==> src/design/input_queued_switch_random_arbiter_defines.svh <==
// Assertion macros used by the switch RTL.
`ifndef INPUT_QUEUED_SWITCH_RANDOM_ARBITER_DEFINES_SVH
`define INPUT_QUEUED_SWITCH_RANDOM_ARBITER_DEFINES_SVH

// Check a property on every clock edge outside reset.
`define IQSRA_CHECK(lbl, prop, msg) \
   lbl: assert property (@(posedge clock) disable iff (reset) (prop)) else $error(msg);

// Check a property on every clock edge, reset included.
`define IQSRA_CHECK_ALWAYS(lbl, prop, msg) \
   lbl: assert property (@(posedge clock) (prop)) else $error(msg);

`endif

==> src/design/iqsra_pkg.sv <==
`timescale 1ns / 1ps
package iqsra_pkg;

   localparam int unsigned DEF_PORT_LIMIT = 8;
   localparam int unsigned DEF_MAX_DEPTH  = 16;

   localparam int unsigned LFSR_W = 16;
   localparam logic [LFSR_W-1:0] LFSR_MASK = 16'hB400;

   localparam logic [3:0]  ACTIVE_RESET = 4'd8;
   localparam logic [4:0]  DEPTH_RESET  = 5'd4;
   localparam logic [15:0] SEED_RESET   = 16'd44257;

   localparam logic [1:0] CSR_ACTIVE_PORTS = 2'd0;
   localparam logic [1:0] CSR_BUFFER_DEPTH = 2'd1;
   localparam logic [1:0] CSR_RANDOM_SEED  = 2'd2;

   localparam logic MODE_ARRIVAL  = 1'b0;
   localparam logic MODE_SLOT_END = 1'b1;

   localparam logic KIND_ACK    = 1'b0;
   localparam logic KIND_REPORT = 1'b1;

   localparam logic [1:0] STATUS_OK       = 2'd0;
   localparam logic [1:0] STATUS_FULL     = 2'd1;
   localparam logic [1:0] STATUS_BAD_PORT = 2'd2;

   typedef struct packed {
      logic       mode;
      logic [2:0] in_port;
      logic [2:0] to_port;
   } req_type;

   typedef struct packed {
      logic        kind;
      logic [1:0]  status;
      logic        sent;
      logic [31:0] pkt_num;
      logic [2:0]  src_port;
      logic [2:0]  dst_port;
      logic [31:0] arrival_slot;
      logic [31:0] delay_slots;
      logic        last;
   } rsp_type;

   // One queued packet as held in the queue memory.
   typedef struct packed {
      logic [31:0] pkt_num;
      logic [31:0] arrival_slot;
      logic [2:0]  destination;
   } entry_type;

   typedef enum logic [3:0] {
      ST_IDLE,
      ST_ARRIVE,
      ST_HREAD,
      ST_HLOAD,
      ST_OUT,
      ST_REM,
      ST_PICK,
      ST_FETCH,
      ST_SEND
   } state_type;

   function automatic logic [LFSR_W-1:0] lfsr_step(input logic [LFSR_W-1:0] v);
      logic [LFSR_W-1:0] s;
      s = v >> 1;
      if (v[0]) begin
         s = s ^ LFSR_MASK;
      end
      return s;
   endfunction

endpackage

==> src/design/iqsra_rem.sv <==
`timescale 1ns / 1ps
module iqsra_rem #(
   parameter int unsigned DIV_W = 4
) (
   input  logic                           clock,
   input  logic                           reset,
   input  logic                           start,
   input  logic [iqsra_pkg::LFSR_W-1:0]   dividend,
   input  logic [DIV_W-1:0]               divisor,
   output logic                           done,
   output logic [DIV_W-1:0]               remainder
);
   import iqsra_pkg::*;

   localparam int unsigned STEP_W = $clog2(LFSR_W);

   logic              busy_ff, busy_in;
   logic              done_ff, done_in;
   logic [STEP_W-1:0] step_ff, step_in;
   logic [LFSR_W-1:0] quo_ff, quo_in;
   logic [DIV_W-1:0]  rem_ff, rem_in;
   logic [DIV_W-1:0]  div_ff, div_in;
   logic [DIV_W:0]    trial;

   // Restoring remainder, one dividend bit per cycle, msb first.
   always_comb begin
      busy_in = busy_ff;
      done_in = 1'b0;
      step_in = step_ff;
      quo_in  = quo_ff;
      rem_in  = rem_ff;
      div_in  = div_ff;
      trial   = {rem_ff, quo_ff[LFSR_W-1]};
      if (start) begin
         busy_in = 1'b1;
         step_in = '0;
         quo_in  = dividend;
         rem_in  = '0;
         div_in  = divisor;
      end else if (busy_ff) begin
         quo_in = quo_ff << 1;
         if (trial >= {1'b0, div_ff}) begin
            rem_in = DIV_W'(trial - {1'b0, div_ff});
         end else begin
            rem_in = DIV_W'(trial);
         end
         step_in = STEP_W'(step_ff + 1'b1);
         if (step_ff == STEP_W'(LFSR_W - 1)) begin
            busy_in = 1'b0;
            done_in = 1'b1;
         end
      end
   end

   always_ff @(posedge clock) begin
      if (reset) begin
         busy_ff <= 1'b0;
         done_ff <= 1'b0;
      end else begin
         busy_ff <= busy_in;
         done_ff <= done_in;
      end
   end

   always_ff @(posedge clock) begin
      step_ff <= step_in;
      quo_ff  <= quo_in;
      rem_ff  <= rem_in;
      div_ff  <= div_in;
   end

   assign done      = done_ff;
   assign remainder = rem_ff;

endmodule

==> config.mk <==
export PLATFORM = sky130hd
export DESIGN_NAME = iqsra_rem
export DESIGN_NICKNAME = d
export VERILOG_FILES = /design/src/design/input_queued_switch_random_arbiter_defines.svh /design/src/design/iqsra_pkg.sv /design/src/design/iqsra_rem.sv
export SDC_FILE = /design/constraint.sdc
export NUM_CORES = 1
export LEC_CHECK = 0
export BUFFER_PORTS_ARGS = -buffer_cell sky130_fd_sc_hd__buf_2
export CELL_PAD_IN_SITES_DETAIL_PLACEMENT = 0
export CELL_PAD_IN_SITES_GLOBAL_PLACEMENT = 2
export CORE_MARGIN = 10
export CORE_UTILIZATION = 37
export CTS_BUF_LIST = sky130_fd_sc_hd__clkbuf_2
export DETAILED_ROUTE_END_ITERATION = 16
export PLACE_DENSITY = 0.86
export SYNTH_ARGS = -nofsm -noshare
export SYNTH_HDL_FRONTEND = slang
export SYNTH_SLANG_ARGS = --single-unit
==> constraint.sdc <==
create_clock -name clock -period 2 [get_ports clock]
set_input_delay 0.4 -clock clock [delete_from_list [all_inputs] [get_ports clock]]
set_output_delay 0.4 -clock clock [all_outputs]
set_load 0.1 [all_outputs]
## Word-level counts from Yosys, hierarchy flattened

Cells that the tools add are included.

- Reduce and logical (&&, ||, !) cells: 2
- Bitwise logic cells: 1
- Equal/unequal tests: 1
- $lt $le $gt $ge: 1
- Multiplexer cells: 7
- Add/sub/neg operators: 2

Operator list:

| kind | number |
|---|---|
| two-way mux 16 bit | 2 |
| >= comparator 5 x 4 -> 1 bit | 1 |
| adder 4 x 1 -> 4 bit (second input constant) | 1 |
| equality test 4 bit (second input constant) | 1 |
| two-way mux 1 bit | 4 |
| two-way mux 4 bit | 1 |
| subtractor 4 bit | 1 |
| OR reduction 3 bit | 1 |
| nonzero test 2 bit | 1 |
| inverter 1 bit | 1 |

- Bits of input ports: 23
- Output and inout bits: 5
- Word-level logic and storage cells: 20
- Bits in registers: 30

## Longest topological paths before layout

Gate-level depths: netlist (run 1).

- Depth in word-level cells: 4
- Mapped depth: 7
- Gate-level depth less buffers: 7

## Worst setup path after synthesis (run 1)

OpenSTA, ideal clock, no wires.

- Path type: reg-to-reg
- From: register rem_ff[1], in the netlist remainder[1]
- To: register rem_ff[3], in the netlist remainder[3]
- Data required time: 1.899 ns
- Arrival: 2.114 ns
- Period minus slack after synthesis: 2.215 ns
- Library setup time: 0.101 ns
- Setup slack: -0.215 ns
- Buffers on the path: 0
- Stages on the path, launching flop included: 6
- Path through: dfxtp_1 > ha_1 > a21oi_1 > o21ai_0 > mux2_2 > o41ai_1

- Cells in the longest elaborated chain, start to end: 2
- Elaborated cells between the ends (all ways): 3
- Classes of those cells: add/sub (1); order compare (1); mux (1)

RTL lines:

| element | line | text |
|---|---|---|
| start, declared | iqsra_rem.sv:21 | `logic [DIV_W-1:0] rem_ff, rem_in;` |
| start signal, assigned | iqsra_rem.sv:68 | `rem_ff <= rem_in;` |
| subtractor 4 bit or >= comparator 5 x 4 -> 1 bit (tied branches) | iqsra_rem.sv:43, iqsra_rem.sv:42 |  |
| two-way mux 4 bit (*) | iqsra_rem.sv:42 | `if (trial >= {1'b0, div_ff}) begin` |

Mark *: on every way between the ends. The rest lies on a longest branch, timed or not.
A chain may end at the register's enable or synchronous reset.

## Worst setup path in the final report (run 1)

- From: register quo_ff[15]
- To: register rem_ff[0], in the netlist remainder[0]

- Cells in the longest elaborated chain, start to end: 2
- Elaborated cells between the ends (all ways): 3
- Classes of those cells: add/sub (1); order compare (1); mux (1)

RTL lines:

| element | line | text |
|---|---|---|
| start, declared | iqsra_rem.sv:20 | `logic [LFSR_W-1:0] quo_ff, quo_in;` |
| start signal, assigned | iqsra_rem.sv:67 | `quo_ff <= quo_in;` |
| subtractor 4 bit or >= comparator 5 x 4 -> 1 bit (tied branches) | iqsra_rem.sv:43, iqsra_rem.sv:42 |  |
| two-way mux 4 bit (*) | iqsra_rem.sv:42 |  |

Marked as above.

==> impl_metrics.toml, run 1 <==
[worst_setup_path]
critPathKind = "reg2reg"
cp_max_fo = 3
arrival_ps = 2030
r2r-start = "quo_ff[15]$_DFFE_PP_"
required_ps = 2240
r2r-end = "remainder[0]$_SDFFE_PP0P_"
path_cells = "inv_1 -> ha_1 -> or3b_1 -> a21oi_2 -> o211ai_1 -> a311oi_1"
cpPeakStageDelay_ps = 430
r2r_slack_ps = 210
start_kind = "flop"
worstRegToRegCells = 6
slowest_stage = "or3b_1"
crit_path_end_kind = "flop"

[floorplan]
core_um2 = 3690
die_y_um = 81.9
start_util_pct = 38.5
placementRows = 22
io_pins = 28
fp.dieArea_um2 = 6710
die_w_um = 81.9

[detailed_routing]
post_drt_wl_per_cell_um = 13.2
via_count = 972
via_per_inst = 4.91
ant_nets = 0
drc = 0
drt-total-wl_um = 2610
initialDrtViolationCount = 79
drt-pass1-iter-count = 4

[synth]
syn_area_per_cell_um2 = 12.2
synth_cell_types = 32
ys.flop_type = "edfxtp_1"
synth_sequential_area_ratio_pct = 56.4
synth_top_area_cell = "edfxtp_1"
syn_nets = 145
synth_async_sr_flop_share_pct = 0
ys_top_cells_by_area = "edfxtp_1, dfxtp_1, mux2_2"
synth.cells.most_frequent = "edfxtp_1, mux2_2, nor2_1"
synth_area_um2 = 1420
synth_warnings = 0
synth_edf_count = 20
synth_top_cell_area_share_pct = 42.3
synth.most_common_cell = "edfxtp_1"
syn_inst = 116
synth_seq_cells = 30

[clocking]
cts_hold_buf = 0
path_clk_slew_ps = 140
clk_latency_ps = 330
postCtsSetupRepairBufs = 0
cts_tree = "yes"
cts_resized = 0
cts_buffers = 5
cts_max_level = 2
clockRootBuffer = "clkbuf_2"
clock_path_buffers = 2
cts_sinks = 30

[power_and_ir_drop]
p_leak_nw = 0.693
p_total_mw = 1.34
cellPowerDensity_nw_per_um2 = 806
ir_drop_uv = 460

[sta]
period_minus_slack_ps = 1790
rsz0062_at_grt = "no"
fin_tns_setup_ps = 0
slew_headroom_pct = 65.8
fmax_mhz = 559
fin_skew_ps = 4.98
hold_viol = 0
fin_crit_sh_pct = 89.4
setup_violations = 0
drv_slew = 0
fin_hold_ws_ps = 222
worst_pin_slew_ps = 514

[layout]
multi_input_area_um2 = 567
register_area_um2 = 805
diodes = 0
syn_to_final_growth_pct = 17.1
drive_gt1_share_pct = 38.7
fin_nets = 178
stdcell_area_um2 = 1660
n_fill_cell = 386
fin_util_pct = 45.0

[global_routing]
grt_overflow = 0
grt_usage_pct = 8.15
grt_max_degree = 28
grt_pass1_wl_um = 4220
grt_pass1_vias = 992
antenna_found_initial = 0

[place]
io_buffers = 27
placed_area_um2 = 1620
finalWeightedCongestion = 0.910
hpwl_um = 2030

[min_path]
worstHoldStart = "reset"
hp-class = "in2reg"
min_delay_path_depth = 2
holdPathEnd = "busy_ff$_SDFF_PP0_"

[run]
cap_violations = 0

[run_status]
status = "complete, no violations"
==> state kept, by name, indices dropped and copies added (netlist names) <==
register,flops
quo_ff,16
div_ff,4
remainder,4
step_ff,4
busy_ff,1
done,1
==> cell families (layout without fill, tap and decap cells) <==
kind of cell	after synthesis	after routing	share of synthesized area (%)
AND/OR/NAND/NOR	32	32	10.8
flip-flops	30	30	56.4
multiplexers	17	17	13.4
AO/OA/AOI/OAI	15	15	8.11
buffers and inverters	13	47	3.62
adder cells (fa/ha/maj)	6	6	5.82
XOR/XNOR	3	3	1.85
==> cell usage in the layout, fill, tap and decap left out <==
cell type	instances
o211ai_1	2
dfxtp_2	3
fa_1	1
ha_1	5
nand4_1	1
buf_2	27
o2111a_1	1
a21oi_1	2
clkbuf_2	7
xor2_1	2
xnor2_1	1
or3b_1	1
mux2_2	16
o21ai_0	3
edfxtp_1	20
nor3_1	2
nor2_1	12
buf_4	3
nor4_1	2
a21oi_2	1
nand3_1	3
a311oi_1	2
a31oi_1	1
nor2b_1	1
o41ai_1	1
clkinv_1	1
a2111oi_2	1
inv_1	9
or3_1	1
mux2i_1	1
nand2_1	6
dfxtp_1	7
nand3b_1	1
o21a_1	1
and2_1	2
==> power by group <==
part	leakage [nW]	internal [mW]	switching, mW
registers	0.284	0.726	0.0265
clock network	0.0306	0.0939	0.186
logic	0.378	0.120	0.187
==> through the flow <==
stage               setup slack (ps)  cells
floorplan                        126    116
global placement                 272    190
detailed placement               234    190
CTS                              197    198
global route                    41.0    198
finish                           211    198
==> cell type report <==
class,instances,area share [%]
Clock inverter,1,0.226
Multi-Input combinational cell,73,34.1
Sequential cell,30,48.4
Tap cell,48,3.61
Inverter,9,2.03
Timing Repair Buffer,30,9.49
Clock buffer,7,2.11
==> worst max path at each step <==
| stage | from | to | slack [ps] | cells past startpoint |
|---|---|---|---|---|
| floorplan | remainder[3]$_SDFFE_PP0P_ | remainder[2]$_SDFFE_PP0P_ | 130 | 4 |
| global placement | div_ff[2]$_DFFE_PP_ | remainder[3]$_SDFFE_PP0P_ | 270 | 6 |
| detailed placement | quo_ff[15]$_DFFE_PP_ | remainder[2]$_SDFFE_PP0P_ | 230 | 7 |
| CTS | quo_ff[15]$_DFFE_PP_ | remainder[2]$_SDFFE_PP0P_ | 200 | 7 |
| global route | quo_ff[15]$_DFFE_PP_ | remainder[2]$_SDFFE_PP0P_ | 40 | 7 |
| finish | quo_ff[15]$_DFFE_PP_ | remainder[0]$_SDFFE_PP0P_ | 210 | 6 |
==> layer usage <==
metal	GRT usage (%)	wire, µm
met1	8.29	1130
met2	12.9	1210
met3	5.13	239
met4	4.08	29
met5	0	0
==> worst max-delay path: cells and delay by family, from the launching register on <==
| kind | cells | cell delay [ps] |
|---|---|---|
| adders and majority gates | 1 | 310 |
| AOI/OAI and AO/OA | 3 | 540 |
| buffers and inverters | 1 | 50 |
| DFF | 1 | 370 |
| and+or+nand+nor | 1 | 430 |
(Power assumes the default switching activity.)
==> run 2: changes to the inputs <==
CORE_UTILIZATION = 35   (was 37)
PLACE_DENSITY = 0.82   (was 0.86)
SETUP_SLACK_MARGIN = 0.5   (was default)
==> run 2 against run 1 <==
Against the previous run:
- worst setup slack better by 120 ps
- combinational power grew 16%
- count of clock-buffer cells in the layout shrank 2
- critical path type unchanged
- largest power group unchanged
- highest routed layer unchanged
==> impl_metrics.toml, run 2 (synthesis gave the netlist of run 1 again) <==
[layout]
syn_to_final_growth_pct = 25.3
fin_nets = 180
fin_util_pct = 44.8
diodes = 0
largest_reg_flops = 16
final_cell_mix = "buf_2, edfxtp_1, mux2_2"
final_common_cell = "buf_2"
drive_gt1_share_pct = 48.7
largest-register = "quo_ff"

[floorplan]
fp.dieArea_um2 = 7000
die_w_um = 83.7
core_um2 = 3970
io_pins = 28
placementRows = 23
start_util_pct = 35.7
die_y_um = 83.7

[worst_setup_path]
critPathKind = "reg2reg"
slowest_stage = "edfxtp_1"
cpMostUsedCell = "inv_2"
path_cells = "inv_2 -> ha_4 -> inv_2 -> fa_2 -> and2_1 -> o2111a_1 -> a2111oi_2"
start_kind = "flop"
crit_path_end_kind = "flop"
arrival_ps = 1940
worstRegToRegCells = 7
cp_max_fo = 4
cp.depth = 7
cpPeakStageDelay_ps = 440
crit_family = "adder cells"
required_ps = 2280
cp_num_buf_inv = 2

[clocking]
path_clk_slew_ps = 160
cts_max_level = 2
cts_buffers = 5
clock_path_buffers = 2
cts_hold_buf = 0
cts_tree = "yes"
clk_latency_ps = 370
clockRootBuffer = "clkbuf_2"
cts_sinks = 30

[sta]
worst_pin_slew_ps = 436
fin_skew_ps = 16.3
fmax_mhz = 600
period_minus_slack_ps = 1670
drv_slew = 0
fin_tns_setup_ps = 0
fin_hold_ws_ps = 187
hold_viol = 0
setup_violations = 0
rsz0062_at_grt = "yes"
slew_headroom_pct = 70.9
fin_crit_sh_pct = 83.3

[run_status]
status = "complete, no violations"

[global_routing]
grt_pass1_wl_um = 4990
antenna_found_initial = 0
grt_pass1_vias = 1048
grt_overflow = 0
grt_usage_pct = 8.62
grt_max_degree = 23

[detailed_routing]
initialDrtViolationCount = 62
via_count = 986
drc = 0
ant_nets = 0
drt-pass1-iter-count = 4
via_per_inst = 4.88
drt-total-wl_um = 2820
post_drt_wl_per_cell_um = 14.0

[power_and_ir_drop]
switchingPower_uw = 437
ir_drop_uv = 414
p_comb_share_pct = 25.5
swShare_pct = 31.3
clockPowerShare_pct = 19.9
intPower_uw = 960
p_leak_nw = 0.710
pwr-share-seq_pct = 54.6
cellPowerDensity_nw_per_um2 = 786

[min_path]
min_delay_path_depth = 2
hp-class = "in2reg"

[place]
hpwl_um = 2160
io_buffers = 27
finalWeightedCongestion = 0.918

[run]
cap_violations = 0
==> run 2: cell types whose count changed in the layout (fill, tap and decap cells not counted), sizes merged <==
cell	delta
buf	+2
clkbuf	-2
clkinv	+2
==> run 2: final cells by class <==
| cell class | count | area [µm²] |
|---|---|---|
| clock buffer | 5 | 25.0 |
| clock inverter | 3 | 11.3 |
| tap | 50 | 62.6 |
| multi-input combinational | 73 | 636 |
| sequential | 30 | 813 |
| fill | 379 | 2190 |
| timing repair buffer | 32 | 196 |
| inverter | 9 | 33.8 |
==> run 2: worst paths after layout <==
path,from,endpoint,slack [ps]
max,quo_ff[15]$_DFFE_PP_,remainder[2]$_SDFFE_PP0P_,330
min,reset,busy_ff$_SDFF_PP0_,190
max reg2reg,quo_ff[15]$_DFFE_PP_,remainder[2]$_SDFFE_PP0P_,330
min reg2reg,step_ff[3]$_SDFFE_PP0P_,done$_SDFF_PP0_,480
==> run 2: metrics by stage <==
step / total power, mW / setup WS, ps / cell area (µm²) / instances
floorplan: 1.02 / 374 / 1480 / 116
global placement: 1.10 / 359 / 1680 / 192
finish: 1.40 / 334 / 1780 / 202
global route: 1.50 / 212 / 1780 / 202
detailed placement: 1.10 / 283 / 1680 / 192
CTS: 1.39 / 331 / 1750 / 201
==> run 2: power groups by stage <==
stage          clock network [mW]  registers (mW)  logic [mW]
6_report                    0.278           0.762       0.357
5_1_grt                     0.331           0.770       0.395
4_1_cts                     0.291           0.762       0.340
3_5_place_dp                    0           0.774       0.325
3_3_place_gp                    0           0.773       0.323
2_1_floorplan                   0           0.825       0.192
==> run 2: timing repair <==
action,in CTS,in global routing
setup buffers,1,1
setup endpoints to repair,9,6
gates resized for setup,9,9
pin swaps,3,4
==> run 2: routing by layer <==
metal | share of wire [%] | track usage [%] | wire [µm] | up-vias
li1 | - | - | - | 493
met2 | 45 | 12.8 | 1280 | 27
met1 | 46 | 10.1 | 1310 | 461
met4 | 1.4 | 3.65 | 40 | 0
met3 | 6.7 | 4.59 | 190 | 5
met5 | 0 | 0 | 0 | -
